### src/rtl/core/dusr_ram.sv
// Simple dual-port RAM with one write port and one registered read port.
module dusr_ram #(
  parameter int WIDTH = 6,
  parameter int DEPTH = 64
) (
  input  logic                     clk,
  input  logic                     we,
  input  logic [$clog2(DEPTH)-1:0] waddr,
  input  logic [WIDTH-1:0]         wdata,
  input  logic [$clog2(DEPTH)-1:0] raddr,
  output logic [WIDTH-1:0]         rdata
);

  logic [WIDTH-1:0] mem [DEPTH];

  always_ff @(posedge clk) begin
    if (we) begin
      mem[waddr] <= wdata;
    end
    rdata <= mem[raddr];
  end

endmodule

### config.mk
export PLATFORM = sky130hd
export DESIGN_NAME = dusr_ram
export DESIGN_NICKNAME = d
export VERILOG_FILES = /design/src/rtl/core/dusr_ram.sv
export SDC_FILE = /design/constraint.sdc
export NUM_CORES = 1
export LEC_CHECK = 0
export BUFFER_PORTS_ARGS = -buffer_cell sky130_fd_sc_hd__buf_2
export CAP_MARGIN = 20
export CORE_MARGIN = 3
export CORE_UTILIZATION = 45
export DETAILED_ROUTE_END_ITERATION = 8
export HOLD_SLACK_MARGIN = 0.03
export PLACE_DENSITY = 0.64
export SKIP_LAST_GASP = 1
export SYNTH_ARGS = -nofsm -noshare
export SYNTH_HDL_FRONTEND = slang
export SYNTH_SLANG_ARGS = --single-unit
### constraint.sdc
create_clock -name clk -period 2 [get_ports clk]
set_input_delay 0.1 -clock clk [delete_from_list [all_inputs] [get_ports clk]]
set_output_delay 0.1 -clock clk [all_outputs]
set_load 0.005 [all_outputs]
* Word level (Yosys, flattened, before mapping)
Memory sizes are Yosys's and may differ from the RTL's. A register that Yosys moved wholly into a read port is not among the register bits.
Index checks and enable logic that the tools add are counted.
** Storage, ports and cells
- Bits in latches :: 0
- Memory bits (read-only) :: 0
- Register bits :: 0
- Memories :: 1
- Output and inout bits :: 6
- Bits in writable memories :: 384
** Memories
- mem :: depth 64, width 6, read ports 1, clocked after memory_dff 1, wr ports 1, line 14 : logic [WIDTH-1:0] mem [DEPTH];
** Cells by class
- Shift-type cells :: 0
- Magnitude comparators :: 0
- Divide/modulo/power cells :: 0
- $add $sub $neg :: 0
- Eq/ne operators :: 0
- Multiplexer cells :: 2
- Reduce and logical (&&, ||, !) cells :: 0
- Bitwise gates (word level) :: 0
- $mul :: 0
** Operator list (count)
- $mux 1 :: 2

* Depth between registers and ports, before layout
Gate-level depths: netlist of run 1.
- Depth after elaboration :: 2
- Mapped depth :: 7

* Worst setup path after synthesis of run 1
No wires, ideal clock.
- Path kind :: input port to flip-flop
- From :: in raddr[0]
- To :: reg rdata[0], read port of mem
- Buffers on the path :: 3
- Data required time :: 1883 ps
- Cell stages on the path :: 7
- Arrival time :: 1528 ps
- Setup slack :: 354 ps
- Path through :: buf_6 buf_6 buf_4 mux4_2 o22ai_1 o21ai_1 a32o_1
** RTL lines
- start: declaration :: line 10 : input logic [$clog2(DEPTH)-1:0] raddr,
- end: declaration :: line 11 : output logic [WIDTH-1:0] rdata

==> results of run 1 <==
critical path, stage by stage (launching register included):
cell and delay (ps):
edfxtp_1 380, mux4_1 510, nor2b_1 160, a211oi_1 230
a21oi_1 130, a32o_1 260
timing repair:
action	CTS	global route
hold endpoints to repair	5	0
setup buffers	0	0
hold buffers	2	0
layout by cell type, fill, tap and decap left out, drive strengths merged, types with 9 or more instances in the layout:
cell / count
clkinv: 12
clkbuf: 52
buf: 121
mux4: 93
nor2: 67
nand3: 11
o221ai: 9
edfxtp: 384
mux2: 9
o22ai: 12
mux2i: 15
cells by family (layout without fill, tap and decap cells):
group,Yosys count,count (layout),share of synthesized area (%)
DFF,390,390,76.5
muxes,117,117,15.6
buffers and inverters,39,192,1.65
AOI/OAI and AO/OA,54,54,2.60
and+or+nand+nor,120,120,3.67
other,0,1,0
per-layer routing:
| layer | vias up | track usage [%] |
|---|---|---|
| met4 | 2 | 5.26 |
| li1 | 3267 | - |
| met3 | 76 | 3.65 |
| met1 | 3979 | 27.5 |
| met2 | 305 | 30.0 |
| met5 | - | 0 |
final timing paths:
path | from | to | slack (ps)
max | mem[44][2] | rdata[2] | 240
min | wdata[1] | mem[11][1] | 140
max reg2reg | mem[44][2] | rdata[2] | 240
min reg2reg | mem[36][2] | rdata[2] | 790
sequential cells by signal, indices dropped and copies added (netlist names):
signal  flops
mem       384
rdata       6
power by group through the flow:
stage	registers [mW]	logic, mW	clock network, mW
floorplan	9.23	0.488	0
global placement	9.25	0.878	0
detailed placement	9.25	0.896	0
CTS	9.08	0.904	7.32
global route	9.08	0.960	7.66
finish	9.08	0.897	7.20
cell type report:
class	instances	area [um2]
Multi-Input combinational cell	291	3320
Antenna cell	1	2.50
Clock buffer	52	1090
Fill cell	2500	15100
Sequential cell	390	11700
Clock inverter	17	181
Tap cell	442	553
Timing Repair Buffer	123	1010
==> impl_results.md, run 1 <==
* Area Growth Syn to Fin at 17.0%
* Gp weighted congestion at 0.849
* Post-route insts no fill at 1316
* Setup TNS at 0 ps
* Clk_lat worst skew at 520 ps
* P_int at 13.7 mW
* Worst Clk Skew at 17.7 ps
* Avg Cell Area, Syn at 21.1 um2
* Synth cell count leaders: edfxtp_1 (384), mux4_2 (87), nor2_1 (67), clkbuf_1 (16), mux2i_1 (15)
* CP endpoint kind: register
* Slew @ Worst Pin at 734 ps
* FMAX at 567 MHz
* Overall routed net length at 33600 um
* Req. time, crit path at 2420 ps
* Clock Tree Buf Depth at 3
* Final nets at 866
* CTS buffer count at 40
* Worst setup SP type: register
* Clk slew on worst S/H paths at 60 ps
* Core Region at 0.0329 mm2
* Post-route ant nets at 0
* Synth Net Count at 740
* DR DRC count at 0
* Post-DP Area at 0.0165 mm2
* Flops & latches, synth at 390
* Htree depth at 2
* Post-synth EDFFs at 384
* First-pass GRT wire length at 50700 um
* Final Cycle Share at 88.2%
* Pin count of the biggest net entering global routing at 65
* Synth area leader: edfxtp_1
* Sequential group share of total power at 52.9%
* Tot GR Track Use at 19.0%
* DIE WIDTH at 190 um
* Max cap viols at 0
* Rel. slew slack at 51.0%
* Final hold violations at 0
* Ys Warns at 0
* I/O pin cnt at 26
* Status: finished clean
* Vias in the first global route at 7918
* DR iter-0 viols at 829
* Post-route setup slack at 237 ps
* Met2 wire len at 16000 um
* First-pass DRT Iterations at 5
* Utilization after layout at 54.1%
* TritonCTS clock tree: done
* Crit path max fanout at 1
* Final Power at 17.2 mW
* Synth area leaders: edfxtp_1 (76%), mux4_2 (13%), nor2_1 (1.7%), mux4_1 (1.0%), mux2i_1 (0.99%)
* Routed wl met3 at 2480 um
* HPWL Detailed at 21500 um
* Min Tclk post-route at 1760 ps
* Critical path data arrival time at 2180 ps
* Layout cells sized above 1 at 31.7%
* Die area at 0.0361 mm2
* Switching Share at 19.9%
* Post-place setup slack at 11.8 ps
* Cell area after layout at 0.0178 mm2
* Total grt overflow at 0
* RSZ-0062 raised after global routing: false
* Share of flip-flops with an asynchronous set or reset at 0%
* Wire length per cell at 25.6 um
* Crit Path Category: register to register
* FP Rows at 66
* # clock sinks at 390
* Placed Cells at 1244
* Pwr per Cell Area at 964 mW/mm2
* DR vias/cell at 5.80
* Psw at 3.42 mW
* Initial Utilization at 46.2%
* Final setup fails at 0
* Most frequent cell after synthesis: edfxtp_1
* Number of distinct library cells after synthesis at 37
* Chip Height at 190 um
* Yosys top cell area share at 75.7%
* Sequential share of the synthesized area at 76.5%
* Initial antenna violation count at 1
* Hold depth at 1
* Leakage at 5.76 nW
* Post-CTS resize count at 0
* Final number of max-transition violations at 0
* WL met1 at 14200 um
* Vias at 7629
* Root Driver: clkbuf_16
* Ys flop type: edfxtp_1
* Post-synthesis instance area at 0.0152 mm2
* Cell count after synthesis at 720
* Clock power share at 41.9%
* Worst reg-to-reg path cell count at 5
* I/O Buffers at 25
* Comb pwr share at 5.2%
* Hold/Removal Path Class: input port to register
* Top Metal Used: met5
* WHS at 145 ps
* VDD IR max at 0.645 mV
No activity file was read; power rests on OpenSTA's default activity.
==> run 2: changes to the inputs <==
CORE_UTILIZATION = 30   (was 45)
PLACE_DENSITY = 0.48   (was 0.64)
==> run 2 against run 1 <==
Effect of this change: combinational power rose by 9.3%; wire length rose by 9.5%; hold slack got worse by 110 ps; sequential power barely moved; critical path depth did not move.
==> impl_results.md, run 2 (same netlist as run 1, synthesis figures left out) <==
* Status: finished clean
* Clock Tree Buf Depth at 3 (unchanged)
* Hold/Removal Path Class: input port to register
* Commonest non-fill, non-tap cell in the layout: edfxtp_1
* Post-route ant nets at 0 (unchanged)
* Total grt overflow at 0 (unchanged)
* # clock sinks at 390 (unchanged)
* Crit Path Category: register to register
* Root Driver: clkbuf_16
* Area Growth Syn to Fin at 22.0%
* WHS at 38.3 ps (-106 ps)
* Overall routed net length at 36800 um (+9.5%)
* Final Power at 17.8 mW (+3.5%)
* Wire length per cell at 23.3 um (-9.0%)
* Vias in the first global route at 7967 (+0.62%)
* Final nets at 907 (+4.7%)
* RSZ-0062 raised after global routing: false
* VDD IR max at 0.508 mV (-21%)
* Worst Clk Skew at 16.4 ps (-1.30 ps)
* Initial Utilization at 30.7% (-15 points)
* Clk_lat worst skew at 560 ps (+40 ps)
* Hold Crit Start: wdata[0]
* Post-place setup slack at -56.8 ps (-68.6 ps)
* Leakage at 6.05 nW (+5.1%)
* Worst setup SP type: register
* Final hold violations at 0 (unchanged)
* DIE WIDTH at 231 um (+22%)
* Placed Cells at 1506 (+21%)
* I/O Buffers at 25 (unchanged)
* Clk slew on worst S/H paths at 60 ps (about the same)
* Pin count of the biggest net entering global routing at 65 (unchanged)
* Critical path data arrival time at 2260 ps (+80 ps)
* Final number of max-transition violations at 0 (unchanged)
* Post-route setup slack at 174 ps (-62.7 ps)
* First-pass GRT wire length at 55100 um (+8.8%)
* First-pass DRT Iterations at 6 (+1)
* Slew @ Worst Pin at 709 ps (-25.5 ps)
* Hold Buf Count CTS at 1 (-1)
* R2R setup slack at 170 ps (-60 ps)
* Htree depth at 2 (unchanged)
* Utilization after layout at 37.5% (-17 points)
* Pwr per Cell Area at 957 mW/mm2 (-0.76%)
* Post-DP Area at 0.0172 mm2 (+4.0%)
* Tot GR Track Use at 14.1% (-4.9 points)
* Hold depth at 1 (unchanged)
* Setup TNS at 0 ps (unchanged)
* TritonCTS clock tree: done
* Chip Height at 231 um (+22%)
* DR DRC count at 0 (unchanged)
* Vias at 7618 (-0.14%)
* Max FFs per register at 384 (unchanged)
* Final setup fails at 0 (unchanged)
* Req. time, crit path at 2440 ps (+20 ps)
* DR vias/cell at 4.81 (-17%)
* Final Cycle Share at 91.3% (+3.1 points)
* Core Region at 0.0496 mm2 (+50%)
* Worst Hold End: mem[18][0]
* CTS buffer count at 42 (+5.0%)
* Gp weighted congestion at 0.756 (-11%)
* Max cap viols at 0 (unchanged)
* Rel. slew slack at 52.7% (+1.7 points)
* Post-route insts no fill at 1584 (+20%)
* Largest regs: mem x384, rdata x6
* FF-to-FF End: rdata[2]
* Layout cells sized above 1 at 35.3% (+3.5 points)
* Reg with most FFs: mem
* CP endpoint kind: register
* Initial antenna violation count at 2 (+1)
* Worst reg-to-reg path cell count at 5 (unchanged)
* Commonest cells after routing, fill and taps aside: edfxtp_1 (384), buf_4 (119), mux4_2 (87)
* FP Rows at 81 (+23%)
* Cell area after layout at 0.0186 mm2 (+4.3%)
* Crit path max fanout at 1 (unchanged)
* Post-CTS resize count at 0 (unchanged)
* I/O pin cnt at 26 (unchanged)
* Postcts setup bufs at 0 (unchanged)
* Die area at 0.0535 mm2 (+48%)
* HPWL Detailed at 24800 um (+15%)
* DR iter-0 viols at 546 (-34%)
* Min Tclk post-route at 1830 ps (+62.7 ps)
* FMAX at 548 MHz (-3.4%)
* FF-to-FF Start: mem[41][2]
==> run 2: where the power goes <==
| group | internal, mW | switching [mW] | total [mW] |
|---|---|---|---|
| Clock | 4.66 | 3.07 | 7.72 |
| Combinational | 0.425 | 0.554 | 0.980 |
| Sequential | 9.05 | 0.0280 | 9.07 |
| Total | 14.1 | 3.65 | 17.8 |
==> run 2: area by class of cell <==
| type | instances | area (um2) |
|---|---|---|
| Sequential cell | 390 | 11700 |
| Antenna cell | 1 | 2.50 |
| Tap cell | 664 | 831 |
| Timing Repair Buffer | 162 | 1390 |
| Fill cell | 4532 | 31000 |
| Clock inverter | 21 | 199 |
| Clock buffer | 55 | 1180 |
| Multi-Input combinational cell | 291 | 3320 |
==> run 2: how the worst max path moves through the flow <==
| stage | from | to | slack [ps] | cells after the start |
|---|---|---|---|---|
| floorplan | raddr[0] | rdata[0] | 350 | 7 |
| global route | mem[41][2] | rdata[2] | 60 | 5 |
| finish | mem[41][2] | rdata[2] | 170 | 5 |
| detailed placement | raddr[1] | rdata[5] | -60 | 7 |
| global placement | raddr[1] | rdata[5] | -60 | 7 |
| CTS | mem[41][2] | rdata[2] | 160 | 5 |
==> run 2: worst max-delay path: stages (launching register included) <==
cell and delay [ps]:
edfxtp_1 350, mux4_1 520, nor2b_1 150, a211oi_1 230
a21oi_1 160, a32o_1 300
==> run 2: metal layers <==
metal,up-vias,track usage [%],share of wire [%]
met5,-,0,0.035
met4,2,4.05,2.0
met1,4040,21.0,47
li1,3354,-,-
met3,56,2.63,5.2
met2,166,21.3,46
==> run 3: changes to the inputs <==
GPL_TIMING_DRIVEN = 0   (was unset)
REMOVE_ABC_BUFFERS = 1   (was unset)
==> run 3 against run 2 <==
Effect of this change: first-iteration DRC count grew 29%; hold slack improved by 41 ps; register-to-register slack worse by 80 ps; global-route usage down 0.82 points; critical path type unchanged.
==> impl_results.md, run 3 (same netlist as run 1, synthesis figures left out) <==
* TritonCTS clock tree: done
* Core Region at 0.0496 mm2 (unchanged)
* Initial Utilization at 30.7% (unchanged)
* DIE WIDTH at 231 um (unchanged)
* Setup TNS at 0 ps (unchanged)
* Post-place setup slack at -689 ps (-632 ps)
* Worst Clk Skew at 10.8 ps (-5.69 ps)
* Max cap viols at 0 (unchanged)
* WHS at 79.1 ps (+40.7 ps)
* Clk_lat worst skew at 530 ps (-30 ps)
* Utilization after layout at 35.5% (-2.0 points)
* Worst setup SP type: register
* Initial antenna violation count at 0 (-2)
* I/O Buffers at 25 (unchanged)
* First-pass GRT wire length at 51800 um (-6.1%)
* Largest regs: mem x384, rdata x6
* Area Growth Syn to Fin at 15.5%
* HPWL Detailed at 21400 um (-14%)
* DR iter-0 viols at 703 (+29%)
* Clk slew on worst S/H paths at 60 ps (about the same)
* Chip Height at 231 um (unchanged)
* I/O pin cnt at 26 (unchanged)
* Min Tclk post-route at 1910 ps (+82.6 ps)
* Reg with most FFs: mem
* Req. time, crit path at 2410 ps (-30 ps)
* Hold/Removal Path Class: input port to register
* Pin count of the biggest net entering global routing at 51 (-22%)
* Post-route ant nets at 0 (unchanged)
* CTS buffer count at 42 (unchanged)
* Clock Tree Buf Depth at 3 (unchanged)
* FP Rows at 81 (unchanged)
* Vias in the first global route at 7361 (-7.6%)
* Final Power at 17.6 mW (-0.88%)
* Wire length per cell at 24.4 um (+5.0%)
* Status: finished clean
* Pwr per Cell Area at 1000 mW/mm2 (+4.7%)
* DR vias/cell at 4.94 (+2.7%)
* Overall routed net length at 35700 um (-3.1%)
* Die area at 0.0535 mm2 (unchanged)
* DR DRC count at 0 (unchanged)
* Switching Share at 20.7% (+0.14 points)
* Psw at 3.64 mW (-0.20%)
* Worst reg-to-reg path cell count at 4 (-1)
* # clock sinks at 390 (unchanged)
* Clock power share at 43.5% (about the same)
* RSZ-0062 raised after global routing: false
* Crit Path Category: register to register
* Final number of max-transition violations at 0 (unchanged)
* Final hold violations at 0 (unchanged)
* Final Cycle Share at 95.4% (+4.1 points)
* Root Driver: clkbuf_16
* First-pass DRT Iterations at 5 (-1)
* Comb pwr share at 5.1% (-0.4 points)
* Final setup fails at 0 (unchanged)
* Htree depth at 2 (unchanged)
* CP endpoint kind: register
* Post-route setup slack at 91.6 ps (-82.6 ps)
* Commonest cells after routing, fill and taps aside: edfxtp_1 (384), mux4_2 (87), nor2_1 (67)
* Commonest non-fill, non-tap cell in the layout: edfxtp_1
* Leakage at 5.39 nW (-11%)
* Vias at 7216 (-5.3%)
* Gp weighted congestion at 0.701 (-7.3%)
* Antenna diodes at 0 (-1)
* FMAX at 524 MHz (-4.3%)
* Final nets at 785 (-13%)
* Slew @ Worst Pin at 837 ps (+128 ps)
* Layout cells sized above 1 at 24.5% (-11 points)
* Rel. slew slack at 44.1% (-8.7 points)
* Sequential group share of total power at 51.4% (+0.4 points)
* Critical path data arrival time at 2320 ps (+60 ps)
* Total grt overflow at 0 (unchanged)
* Crit path max fanout at 1 (unchanged)
* Tot GR Track Use at 13.3% (-0.82 points)
* # fillers at 4590 (+1.3%)
* Hold depth at 2 (+1)
* Max FFs per register at 384 (unchanged)
* P_int at 14.0 mW (-1.1%)
* VDD IR max at 0.519 mV (+2.3%)
run 3: changes by cell type in the layout (fill, tap and decap cells not counted), sizes merged:
| cell | before | now |
|---|---|---|
| dlygate4sd3 | 1 | 2 |
| buf | 161 | 34 |
| clkbuf | 55 | 56 |
| diode | 1 | 0 |
| clkinv | 16 | 18 |
| bufbuf | 0 | 1 |
run 3: final cells by class:
cell class	instances	area, um2	area share (%)
flip-flops and latches	390	11700	66.2
repair buffers	40	420	2.39
well taps	664	831	4.72
clock buffers	53	1160	6.57
multi-input cells	291	3330	18.9
clock inverters	23	203	1.15
run 3: repair_timing:
item                       CTS  global route
gates cloned                 1             1
hold endpoints to repair    33             0
resized for setup            0             1
buffers inserted             0             0
hold buffers                 2             0
setup endpoints to repair    2             2
run 3: worst max-delay path, stage by stage, from the launching register on:
cell,delay [ps]
edfxtp_1,350
mux4_2,520
a22oi_1,350
nand3_1,210
a32o_1,350
run 3: per-stage QoR:
step	area [um2]	std cells
after floorplan	15000	681
after global placement	15900	1370
after detailed placement	16100	1379
after CTS	17500	1458
after global routing	17600	1461
final	17600	1461
run 3: power by group through the flow:
stage	clock network, mW	registers [mW]	logic [mW]
final	7.67	9.06	0.896
after floorplan	0	9.23	0.356
after global placement	0	9.24	0.861
after global routing	8.14	9.06	0.961
after CTS	7.84	9.06	0.905
after detailed placement	0	9.23	0.888
run 3: path summary, 6_finish.rpt:
| kind | start | slack, ps | end |
|---|---|---|---|
| worst max-delay path | mem[51][5] | 90 | rdata[5] |
| worst max register to register | mem[51][5] | 90 | rdata[5] |
| worst min register to register | mem[37][0] | 950 | rdata[0] |
| worst min-delay path | waddr[1] | 80 | mem[48][0] |
run 3: per-layer routing:
metal	vias up	GRT usage [%]	part of all wire, %
met5	-	0	0
met4	0	3.99	2.4
met3	52	2.86	5.8
met2	215	20.8	47
met1	3838	18.8	45
li1	3111	-	-
